`config.mk`:
```
export PLATFORM = sky130hd
export DESIGN_NAME = visitor_table_lfu_unit
export DESIGN_NICKNAME = d
export VERILOG_FILES = /design/src/design/vtl_pkg.sv /design/src/design/visitor_table_lfu_unit.sv
export SDC_FILE = /design/constraint.sdc
export NUM_CORES = 2
export LEC_CHECK = 0
export BUFFER_PORTS_ARGS = -buffer_cell sky130_fd_sc_hd__buf_4
export CAP_MARGIN = 30
export CELL_PAD_IN_SITES_DETAIL_PLACEMENT = 2
export CELL_PAD_IN_SITES_GLOBAL_PLACEMENT = 2
export CORE_MARGIN = 3
export CORE_UTILIZATION = 50
export DETAILED_ROUTE_END_ITERATION = 8
export PLACE_DENSITY_LB_ADDON = 0.1
export RECOVER_POWER = 50
export SYNTH_ARGS = -nofsm -noshare
export SYNTH_HDL_FRONTEND = slang
export SYNTH_SLANG_ARGS = --single-unit
export TNS_END_PERCENT = 50
```
`constraint.sdc`:
```
create_clock -name clk -period 13 [get_ports clk]
set_clock_uncertainty 0.15 [all_clocks]
set_input_delay 0 -clock clk [delete_from_list [all_inputs] [get_ports clk]]
set_output_delay 0 -clock clk [all_outputs]
set_load 0.1 [all_outputs]
```
`src/design/vtl_pkg.sv`:
```
// Shared types and constants for the visitor table with least-frequently-used replacement.
// Used by the table unit, by its port checker and by the testbench. It depends on nothing else.
package vtl_pkg;

    localparam int ADDR_W  = 32;
    localparam int COUNT_W = 16;
    localparam int TOTAL_W = 32;
    localparam int SLOT_W  = 5;

    localparam logic [COUNT_W-1:0] COUNT_MAX = {COUNT_W{1'b1}};
    localparam logic [TOTAL_W-1:0] TOTAL_MAX = {TOTAL_W{1'b1}};
    localparam logic [COUNT_W-1:0] COUNT_ONE = COUNT_W'(1);

    // One table record as it is held in the entry memory
    typedef struct packed {
        logic [ADDR_W-1:0]  addr;
        logic [COUNT_W-1:0] count;
        logic               auth;
    } entry_t;

    // Sequencer states, one-hot
    typedef enum logic [2:0] {
        ST_IDLE   = 3'b001,
        ST_SCAN   = 3'b010,
        ST_DECIDE = 3'b100
    } state_t;

endpackage

```
`src/design/visitor_table_lfu_unit.sv`:
```
// Visitor table unit: entry memory, sequential scan for hit, empty and least-count entries,
// and read-modify-write of the chosen entry. Depends on vtl_pkg.
//
//  channel  | handshake           | payload
//  ---------+---------------------+------------------------------------------------------
//  input    | in_valid, in_stall  | client_address, counts_as_visit, password_accepted
//  output   | out_valid, out_stall| slot, was_known, visits, authorized, total_requests
//
// An item goes from acceptance through a scan and a decide step to its result: the scan
// reads one entry a cycle through the single read port of the entry memory, then the decide
// state chooses the entry, writes it back and loads the output register.
// Reset clears the valid bits at once; an entry that was never written reads as empty, so
// no clearing pass is needed and the unit takes items right after reset.
// A stalled result holds the choose-and-write step; input is taken only while idle.
module visitor_table_lfu_unit
    import vtl_pkg::*;
#(
    parameter int ENTRIES = 32
) (
    input  logic               clk,
    input  logic               rst_n,
    input  logic               in_valid,
    output logic               in_stall,
    input  logic [ADDR_W-1:0]  client_address,
    input  logic               counts_as_visit,
    input  logic               password_accepted,
    output logic               out_valid,
    input  logic               out_stall,
    output logic [SLOT_W-1:0]  slot,
    output logic               was_known,
    output logic [COUNT_W-1:0] visits,
    output logic               authorized,
    output logic [TOTAL_W-1:0] total_requests
);

    localparam int IDX_W = $clog2(ENTRIES);
    localparam logic [IDX_W-1:0] LAST_IDX = IDX_W'(ENTRIES - 1);

    // Entry memory and its valid bits
    entry_t             mem [ENTRIES];
    logic [ENTRIES-1:0] valid_reg, valid_next;
    entry_t             rd_data_reg;
    logic               rd_valid_reg;

    // Sequencer
    state_t             state_reg, state_next;
    logic [IDX_W-1:0]   scan_idx_reg, scan_idx_next;
    logic               issue_done_reg, issue_done_next;
    logic               rd_en;
    logic               cmp_vld_reg;
    logic [IDX_W-1:0]   cmp_idx_reg;

    // Captured request
    logic [ADDR_W-1:0]  req_addr_reg, req_addr_next;
    logic               req_counted_reg, req_counted_next;
    logic               req_pass_reg, req_pass_next;

    // Scan results
    logic               found_reg, found_next;
    logic [IDX_W-1:0]   hit_idx_reg, hit_idx_next;
    logic [COUNT_W-1:0] hit_cnt_reg, hit_cnt_next;
    logic               hit_auth_reg, hit_auth_next;
    logic               have_empty_reg, have_empty_next;
    logic [IDX_W-1:0]   empty_idx_reg, empty_idx_next;
    logic               have_used_reg, have_used_next;
    logic [IDX_W-1:0]   min_idx_reg, min_idx_next;
    logic [COUNT_W-1:0] min_cnt_reg, min_cnt_next;

    logic [TOTAL_W-1:0] total_reg, total_next;

    // Output register
    logic               out_valid_reg, out_valid_next;
    logic [SLOT_W-1:0]  slot_reg, slot_next;
    logic               was_known_reg, was_known_next;
    logic [COUNT_W-1:0] visits_reg, visits_next;
    logic               authorized_reg, authorized_next;
    logic [TOTAL_W-1:0] total_out_reg, total_out_next;

    // Combinational helpers
    logic               in_accept;
    logic               out_free;
    logic               wr_en;
    logic [IDX_W-1:0]   sel_idx;
    logic [COUNT_W-1:0] base_cnt;
    logic               base_auth;
    logic [COUNT_W-1:0] new_cnt;
    logic               new_auth;
    logic [TOTAL_W-1:0] new_total;
    logic [COUNT_W-1:0] cur_cnt;
    logic               cur_used;
    entry_t             wr_entry;

    assign in_stall  = (state_reg != ST_IDLE);
    assign in_accept = in_valid && !in_stall;
    assign out_free  = !out_valid_reg || !out_stall;
    assign rd_en     = (state_reg == ST_SCAN) && !issue_done_reg;

    // An entry never written reads as empty
    assign cur_cnt  = rd_valid_reg ? rd_data_reg.count : '0;
    assign cur_used = (cur_cnt != '0);

    // Choose the entry: hit first, then highest empty, then lowest least-count
    always_comb
    begin
        if (found_reg)
        begin
            sel_idx   = hit_idx_reg;
            base_cnt  = hit_cnt_reg;
            base_auth = hit_auth_reg;
        end
        else
        begin
            sel_idx   = have_empty_reg ? empty_idx_reg : min_idx_reg;
            base_cnt  = COUNT_ONE;
            base_auth = 1'b0;
        end
        new_cnt   = (req_counted_reg && base_cnt != COUNT_MAX) ? base_cnt + COUNT_ONE
                                                                : base_cnt;
        new_total = (req_counted_reg && total_reg != TOTAL_MAX) ? total_reg + TOTAL_W'(1)
                                                                 : total_reg;
        new_auth  = base_auth || req_pass_reg;
        wr_entry.addr  = req_addr_reg;
        wr_entry.count = new_cnt;
        wr_entry.auth  = new_auth;
    end

    assign wr_en = (state_reg == ST_DECIDE) && out_free;

    // Next-state logic
    always_comb
    begin
        state_next       = state_reg;
        scan_idx_next    = scan_idx_reg;
        issue_done_next  = issue_done_reg;
        req_addr_next    = req_addr_reg;
        req_counted_next = req_counted_reg;
        req_pass_next    = req_pass_reg;
        found_next       = found_reg;
        hit_idx_next     = hit_idx_reg;
        hit_cnt_next     = hit_cnt_reg;
        hit_auth_next    = hit_auth_reg;
        have_empty_next  = have_empty_reg;
        empty_idx_next   = empty_idx_reg;
        have_used_next   = have_used_reg;
        min_idx_next     = min_idx_reg;
        min_cnt_next     = min_cnt_reg;
        total_next       = total_reg;
        valid_next       = valid_reg;
        out_valid_next   = out_valid_reg && out_stall;
        slot_next        = slot_reg;
        was_known_next   = was_known_reg;
        visits_next      = visits_reg;
        authorized_next  = authorized_reg;
        total_out_next   = total_out_reg;

        unique case (state_reg)
            ST_IDLE:
            begin
                // Take the request and clear the scan results
                if (in_accept)
                begin
                    req_addr_next    = client_address;
                    req_counted_next = counts_as_visit;
                    req_pass_next    = password_accepted;
                    scan_idx_next    = '0;
                    issue_done_next  = 1'b0;
                    found_next       = 1'b0;
                    have_empty_next  = 1'b0;
                    have_used_next   = 1'b0;
                    state_next       = ST_SCAN;
                end
            end
            ST_SCAN:
            begin
                // Advance the read address
                if (rd_en)
                begin
                    if (scan_idx_reg == LAST_IDX)
                        issue_done_next = 1'b1;
                    else
                        scan_idx_next = scan_idx_reg + IDX_W'(1);
                end
                // Examine the entry read in the previous cycle
                if (cmp_vld_reg)
                begin
                    if (cur_used && rd_data_reg.addr == req_addr_reg && !found_reg)
                    begin
                        found_next    = 1'b1;
                        hit_idx_next  = cmp_idx_reg;
                        hit_cnt_next  = cur_cnt;
                        hit_auth_next = rd_data_reg.auth;
                    end
                    if (!cur_used)
                    begin
                        have_empty_next = 1'b1;
                        empty_idx_next  = cmp_idx_reg;
                    end
                    else if (!have_used_reg || cur_cnt < min_cnt_reg)
                    begin
                        have_used_next = 1'b1;
                        min_idx_next   = cmp_idx_reg;
                        min_cnt_next   = cur_cnt;
                    end
                    if (cmp_idx_reg == LAST_IDX)
                        state_next = ST_DECIDE;
                end
            end
            ST_DECIDE:
            begin
                // Write back and load the result once the output register is free
                if (wr_en)
                begin
                    valid_next[sel_idx] = 1'b1;
                    total_next          = new_total;
                    out_valid_next      = 1'b1;
                    slot_next           = SLOT_W'(sel_idx);
                    was_known_next      = found_reg;
                    visits_next         = new_cnt;
                    authorized_next     = new_auth;
                    total_out_next      = new_total;
                    state_next          = ST_IDLE;
                end
            end
            default:
            begin
                state_next = ST_IDLE;
            end
        endcase
    end

    // Control registers
    always_ff @(posedge clk or negedge rst_n)
    begin
        if (!rst_n)
        begin
            state_reg       <= ST_IDLE;
            issue_done_reg  <= 1'b0;
            cmp_vld_reg     <= 1'b0;
            found_reg       <= 1'b0;
            have_empty_reg  <= 1'b0;
            have_used_reg   <= 1'b0;
            valid_reg       <= '0;
            rd_valid_reg    <= 1'b0;
            total_reg       <= '0;
            out_valid_reg   <= 1'b0;
        end
        else
        begin
            state_reg       <= state_next;
            issue_done_reg  <= issue_done_next;
            cmp_vld_reg     <= rd_en;
            found_reg       <= found_next;
            have_empty_reg  <= have_empty_next;
            have_used_reg   <= have_used_next;
            valid_reg       <= valid_next;
            rd_valid_reg    <= valid_reg[scan_idx_reg];
            total_reg       <= total_next;
            out_valid_reg   <= out_valid_next;
        end
    end

    // Payload registers
    always_ff @(posedge clk)
    begin
        scan_idx_reg    <= scan_idx_next;
        cmp_idx_reg     <= scan_idx_reg;
        req_addr_reg    <= req_addr_next;
        req_counted_reg <= req_counted_next;
        req_pass_reg    <= req_pass_next;
        hit_idx_reg     <= hit_idx_next;
        hit_cnt_reg     <= hit_cnt_next;
        hit_auth_reg    <= hit_auth_next;
        empty_idx_reg   <= empty_idx_next;
        min_idx_reg     <= min_idx_next;
        min_cnt_reg     <= min_cnt_next;
        slot_reg        <= slot_next;
        was_known_reg   <= was_known_next;
        visits_reg      <= visits_next;
        authorized_reg  <= authorized_next;
        total_out_reg   <= total_out_next;
    end

    // Entry memory: one read and one write port, registered read data
    always_ff @(posedge clk)
    begin
        if (rd_en)
            rd_data_reg <= mem[scan_idx_reg];
        if (wr_en)
            mem[sel_idx] <= wr_entry;
    end

    assign out_valid      = out_valid_reg;
    assign slot           = slot_reg;
    assign was_known      = was_known_reg;
    assign visits         = visits_reg;
    assign authorized     = authorized_reg;
    assign total_requests = total_out_reg;

endmodule

```
==> results of run 1 <==
==> per-stage QoR <==
stage / setup slack [ps] / hold WS [ps]
3_3_place_gp: 8170 / 16.2
2_1_floorplan: 8370 / -446
==> kinds of logic after synthesis <==
logic type	Yosys count
flops	1838
mux	564
simple gates	295
buf+inv	190
compound gates	172
xor+xnor	101
fa+ha+maj	19
==> metrics.md, run 1 <==
| Metric | Value |
|---|---|
| Share of the synthesized area in the top cell type | `between 70% and 80%` |
| DP Wirelength | `127000 um` |
| Sequential-to-total area share from yosys stat | `77.4%` |
| Starting Density | `50.5%` |
| Last stage | `detailed placement` |
| Run Error | `[ERROR DPL-0033] detailed placement checks failed during check placement.` |
| Top-count cell post-synth | `edfxtp_1` |
| Status | `did not finish` |
| Largest family of logic cells by synthesized area | `multiplexers` |
| Die X | `382 um` |
| Placer Congestion | `0.752` |
| Ranking of synthesized cells by area | `edfxtp_1, mux4_2, dfrtp_1` |
| IO buf count | `94` |
| Die height | `382 um` |
| Library cell with the largest summed area after synthesis | `edfxtp_1` |
| Post-synthesis xor/xnor area fraction | `1.25%` |
| Synth cell count leaders | `edfxtp_1, mux4_2, mux2i_1` |
| Post-Synth Adder-Cell Area | `less than 1%` |
| EDFF count, synth | `1759` |
| Yosys reg bits | `1838` |
| Compound-Gate Fraction of Synth Area | `1.78%` |
| Post-synthesis mux area share | `15.9%` |
| Mapped Area | `~71000 um2` |
| Synth Area per Inst | `about 22 um2` |
| Distinct cells, synth | `54` |
| Synth Net Count | `3236` |
| Ports | `95` |
| Mapped Cells | `3179` |
| Std-Cell Rows | `137` |
| Post-Synth Simple-Gate Area | `2.18%` |
| Syn. warnings | `0` |
| Synth Flop Type | `edfxtp_1` |
| Synth async-reset ratio | `4.03%` |
==> run 2: changes to the inputs <==
CELL_PAD_IN_SITES_DETAIL_PLACEMENT = not set   (was 2)
CELL_PAD_IN_SITES_GLOBAL_PLACEMENT = not set   (was 2)
CORE_UTILIZATION = 35   (was 50)
PLACE_DENSITY_LB_ADDON = 0.15   (was 0.1)
==> metrics.md, run 2 <==
| Metric | Value |
|---|---|
| Post-Route WL | `~190000 um` |
| RSZ-0062 raised after global routing | `false` |
| Largest net degree at the start of global routing | `139` |
| Post-Synth Adder-Cell Area | `0.336% (unchanged)` |
| CP arrival | `6980 ps` |
| Top delay family on crit path | `buffers and inverters` |
| Flip-flop count of the largest register after layout | `1568` |
| Hold-fix buffer count after cts | `77` |
| CTS max path bufs | `3` |
| Tot GR Track Use | `approximately 18%` |
| Final worst slack | `6470 ps` |
| Synth cell count leaders | `edfxtp_1, mux4_2, mux2i_1` |
| Worst r2r src | `scan_idx_reg[0]$_SDFFCE_PN0P_` |
| Commonest non-fill, non-tap cell in the layout | `edfxtp_1` |
| Compound-Gate Fraction of Synth Area | `1.78% (unchanged)` |
| Post-CTS Setup Bufs | `0` |
| Sequential-to-total area share from yosys stat | `77.4% (unchanged)` |
| DR WL/cell | `29.5 um` |
| Tcrit/Tclk final | `50.3%` |
| IO buf count | `94 (unchanged)` |
| Iteration-0 DRC count of the detailed router | `3280` |
| Mapped Area | `70800 um2 (unchanged)` |
| H-Tree Depth | `4` |
| Antenna violations before repair | `8` |
| Sinks on the clock net | `1838` |
| Max incr delay on CP | `1660 ps` |
| Synth Net Count | `3236 (unchanged)` |
| Area Growth Syn to Fin | `16.3%` |
| Post-synthesis mux area share | `15.9% (unchanged)` |
| Switching share of power | `26.8%` |
| Min Tclk post-route | `6530 ps` |
| CTS tree | `yes` |
| Placer Congestion | `0.721 (-4.2%)` |
| Die height | `456 um (+19%)` |
| Hold path startpoint | `in_valid` |
| Ranking of synthesized cells by area | `edfxtp_1, mux4_2, dfrtp_1` |
| Fin Setup TNS | `0 ps` |
| Crit Path Category | `reg -> reg` |
| Power per cell area | `191 nW/um2` |
| Relative slew margins | `-167%` |
| Share of power burned in combinational logic | `20.3%` |
| Grt total ovfl | `0` |
| Slowest CP cell | `clkbuf_1` |
| Slew at the pin with the worst max-slew slack | `around 4000 ps` |
| Reg2reg path depth | `7` |
| Most frequent cells in the layout | `edfxtp_1, mux4_2, clkbuf_16` |
| WHS Endpoint | `scan_idx_reg[2]$_SDFFCE_PN0P_` |
| Ports | `95 (unchanged)` |
| Max Clk Rate | `153 MHz` |
| Fillers | `between 15000 and 20000` |
| Clock transition at path regs | `roughly 60 ps` |
| Synth Area per Inst | `22.3 um2 (unchanged)` |
| Worst-path fanout max | `slightly above 100` |
| Worst Hold Class | `in -> reg` |
| Int Pwr | `between 10 and 15 mW` |
| Peak VDD IR | `0.176 mV` |
| Placement Setup Slack | `between 8000 and 9000 ps` |
| Post-layout nets | `roughly 3600` |
| Fin. max-slew vios | `approximately 750` |
| CP cell instances | `clkbuf_1 > clkbuf_1 > buf_12 > buf_12 > mux4_2 > mux4_2 > o21a_1` |
| Stages on worst setup path | `7` |
| Worst Setup End Kind | `flip-flop` |
| Layout cells sized above 1 | `around a quarter` |
| Reg power frac | `44.1%` |
| Root buffer cell | `clkbuf_16` |
| Clock Power Share | `35.7%` |
| DP Wirelength | `96700 um (-24%)` |
| DR vias | `33400` |
| Yosys reg bits | `1838 (unchanged)` |
| WHS Path Cells | `4` |
| Final setup viols | `0` |
| Share of the synthesized area in the top cell type | `74.6% (unchanged)` |
| Drt drc | `0` |
| Reg2Reg Capture Point | `rd_data_reg[30]$_DFFE_PP_` |
| Post-route ant nets | `0` |
| Distinct cells, synth | `54 (unchanged)` |
| Core area | `200000 um2` |
| Synth Flop Type | `edfxtp_1` |
| Die X | `456 um (+19%)` |
| CP bufs+invs | `4` |
| Via-to-Cell Ratio | `5.27` |
| Library cell with the largest summed area after synthesis | `edfxtp_1` |
| Crit path required time | `13440 ps` |
| Post-CTS resize count | `0` |
| Switching power total | `4.21 mW` |
| # Max-Cap Violations | `35` |
| Failing checks | `capacitance limit, slew limit` |
| Syn. warnings | `0 (unchanged)` |
| Skew-Pair Late Insertion Delay | `820 ps` |
| Post-Synth Simple-Gate Area | `2.18% (unchanged)` |
| DRT Pass-1 Iters | `7` |
| Final Hold Fails | `0` |
| Cell leakage power | `24.7 nW` |
| Num CTS Buffers | `196` |
| Post-synthesis xor/xnor area fraction | `1.25% (unchanged)` |
| Synth async-reset ratio | `4.03% (unchanged)` |
| Mapped Cells | `3179 (unchanged)` |
| Top-count cell post-synth | `edfxtp_1` |
| Die Area | `208000 um2` |
| Vias in the first global route | `34700` |
| Status | `finished, violations left` |
| First-pass GRT wire length | `267000 um` |
| EDFF count, synth | `1759 (unchanged)` |
| R2r setup slk | `6470 ps` |
| Std-Cell Rows | `164 (+20%)` |
| Starting Density | `35.3% (-15 points)` |
| Setup crit start kind | `flip-flop` |
| Largest family of logic cells by synthesized area | `multiplexers` |
run 2: logic make-up after synthesis:
| logic type | Yosys count |
|---|---|
| flip-flops | 1838 |
| multiplexers | 564 |
| AND/OR/NAND/NOR | 295 |
| buffers and inverters | 190 |
| AO/OA/AOI/OAI | 172 |
| XOR/XNOR | 101 |
| adder cells (fa/ha/maj) | 19 |
run 2: power groups by stage:
stage / clock network, mW / logic [mW] / registers, mW
final: 5.61 / 3.18 / 6.93
after global routing: 6.00 / 3.43 / 6.94
after CTS: 5.76 / 3.29 / 6.92
after detailed placement: 0 / 3.26 / 7.04
after global placement: 0 / 3.25 / 7.04
after floorplan: 0 / 2.21 / 7.05
run 2: how the worst max path moves through the flow:
stage | end | start
after floorplan | mem[0][5]$_DFFE_PP_ | found_reg$_DFFE_PN0P_
after CTS | rd_data_reg[18]$_DFFE_PP_ | scan_idx_reg[1]$_SDFFCE_PN0P_
after global placement | hit_cnt_reg[11]$_DFFE_PP_ | req_addr_reg[27]$_DFFE_PP_
after global routing | rd_data_reg[30]$_DFFE_PP_ | scan_idx_reg[0]$_SDFFCE_PN0P_
final | rd_data_reg[30]$_DFFE_PP_ | scan_idx_reg[0]$_SDFFCE_PN0P_
after detailed placement | rd_data_reg[18]$_DFFE_PP_ | scan_idx_reg[1]$_SDFFCE_PN0P_
run 2: worst min-delay path: stages:
cell	delay, ps
dlygate4sd3_1	570
buf_4	160
o21ai_0	150
a21oi_1	120
run 2: metrics by stage:
| step | total power, mW | area [um2] | utilization, % | hold slack (ps) | std cells |
|---|---|---|---|---|---|
| floorplan | 9.26 | 70800 | - | -446 | 3179 |
| global placement | 10.3 | 75500 | 37.7 | 28.9 | 5901 |
| detailed placement | 10.3 | 75800 | 37.8 | -154 | 5911 |
| CTS | 16.0 | 83000 | 41.4 | 61.3 | 6337 |
| global route | 16.4 | 82300 | 41.1 | 252 | 6342 |
| finish | 15.7 | 82300 | 41.1 | 213 | 6343 |
run 2: layout make-up:
cell class | instances | area, um2 | share of cell area [%]
inverter | 33 | 126 | 0.153
sequential | 1838 | 54800 | 66.5
antenna | 2 | 5.00 | 0.00608
tap | 2656 | 3320 | 4.04
clock buffer | 239 | 5120 | 6.22
clock inverter | 110 | 1290 | 1.57
multi-input combinational | 1151 | 15400 | 18.7
timing repair buffer | 314 | 2300 | 2.79
run 2: layer usage:
metal  global-route usage, %  wire [um]  share of wire (%)  vias up
met3                    2.99       8730                4.7      265
met4                    4.76       4200                2.2        0
met2                    29.4      90800                 49      872
met1                    25.2      83200                 45    18300
met5                       0          0                  0        -
li1                        -          -                  -    14000
Note: power is estimated with default switching activity, not from simulation.
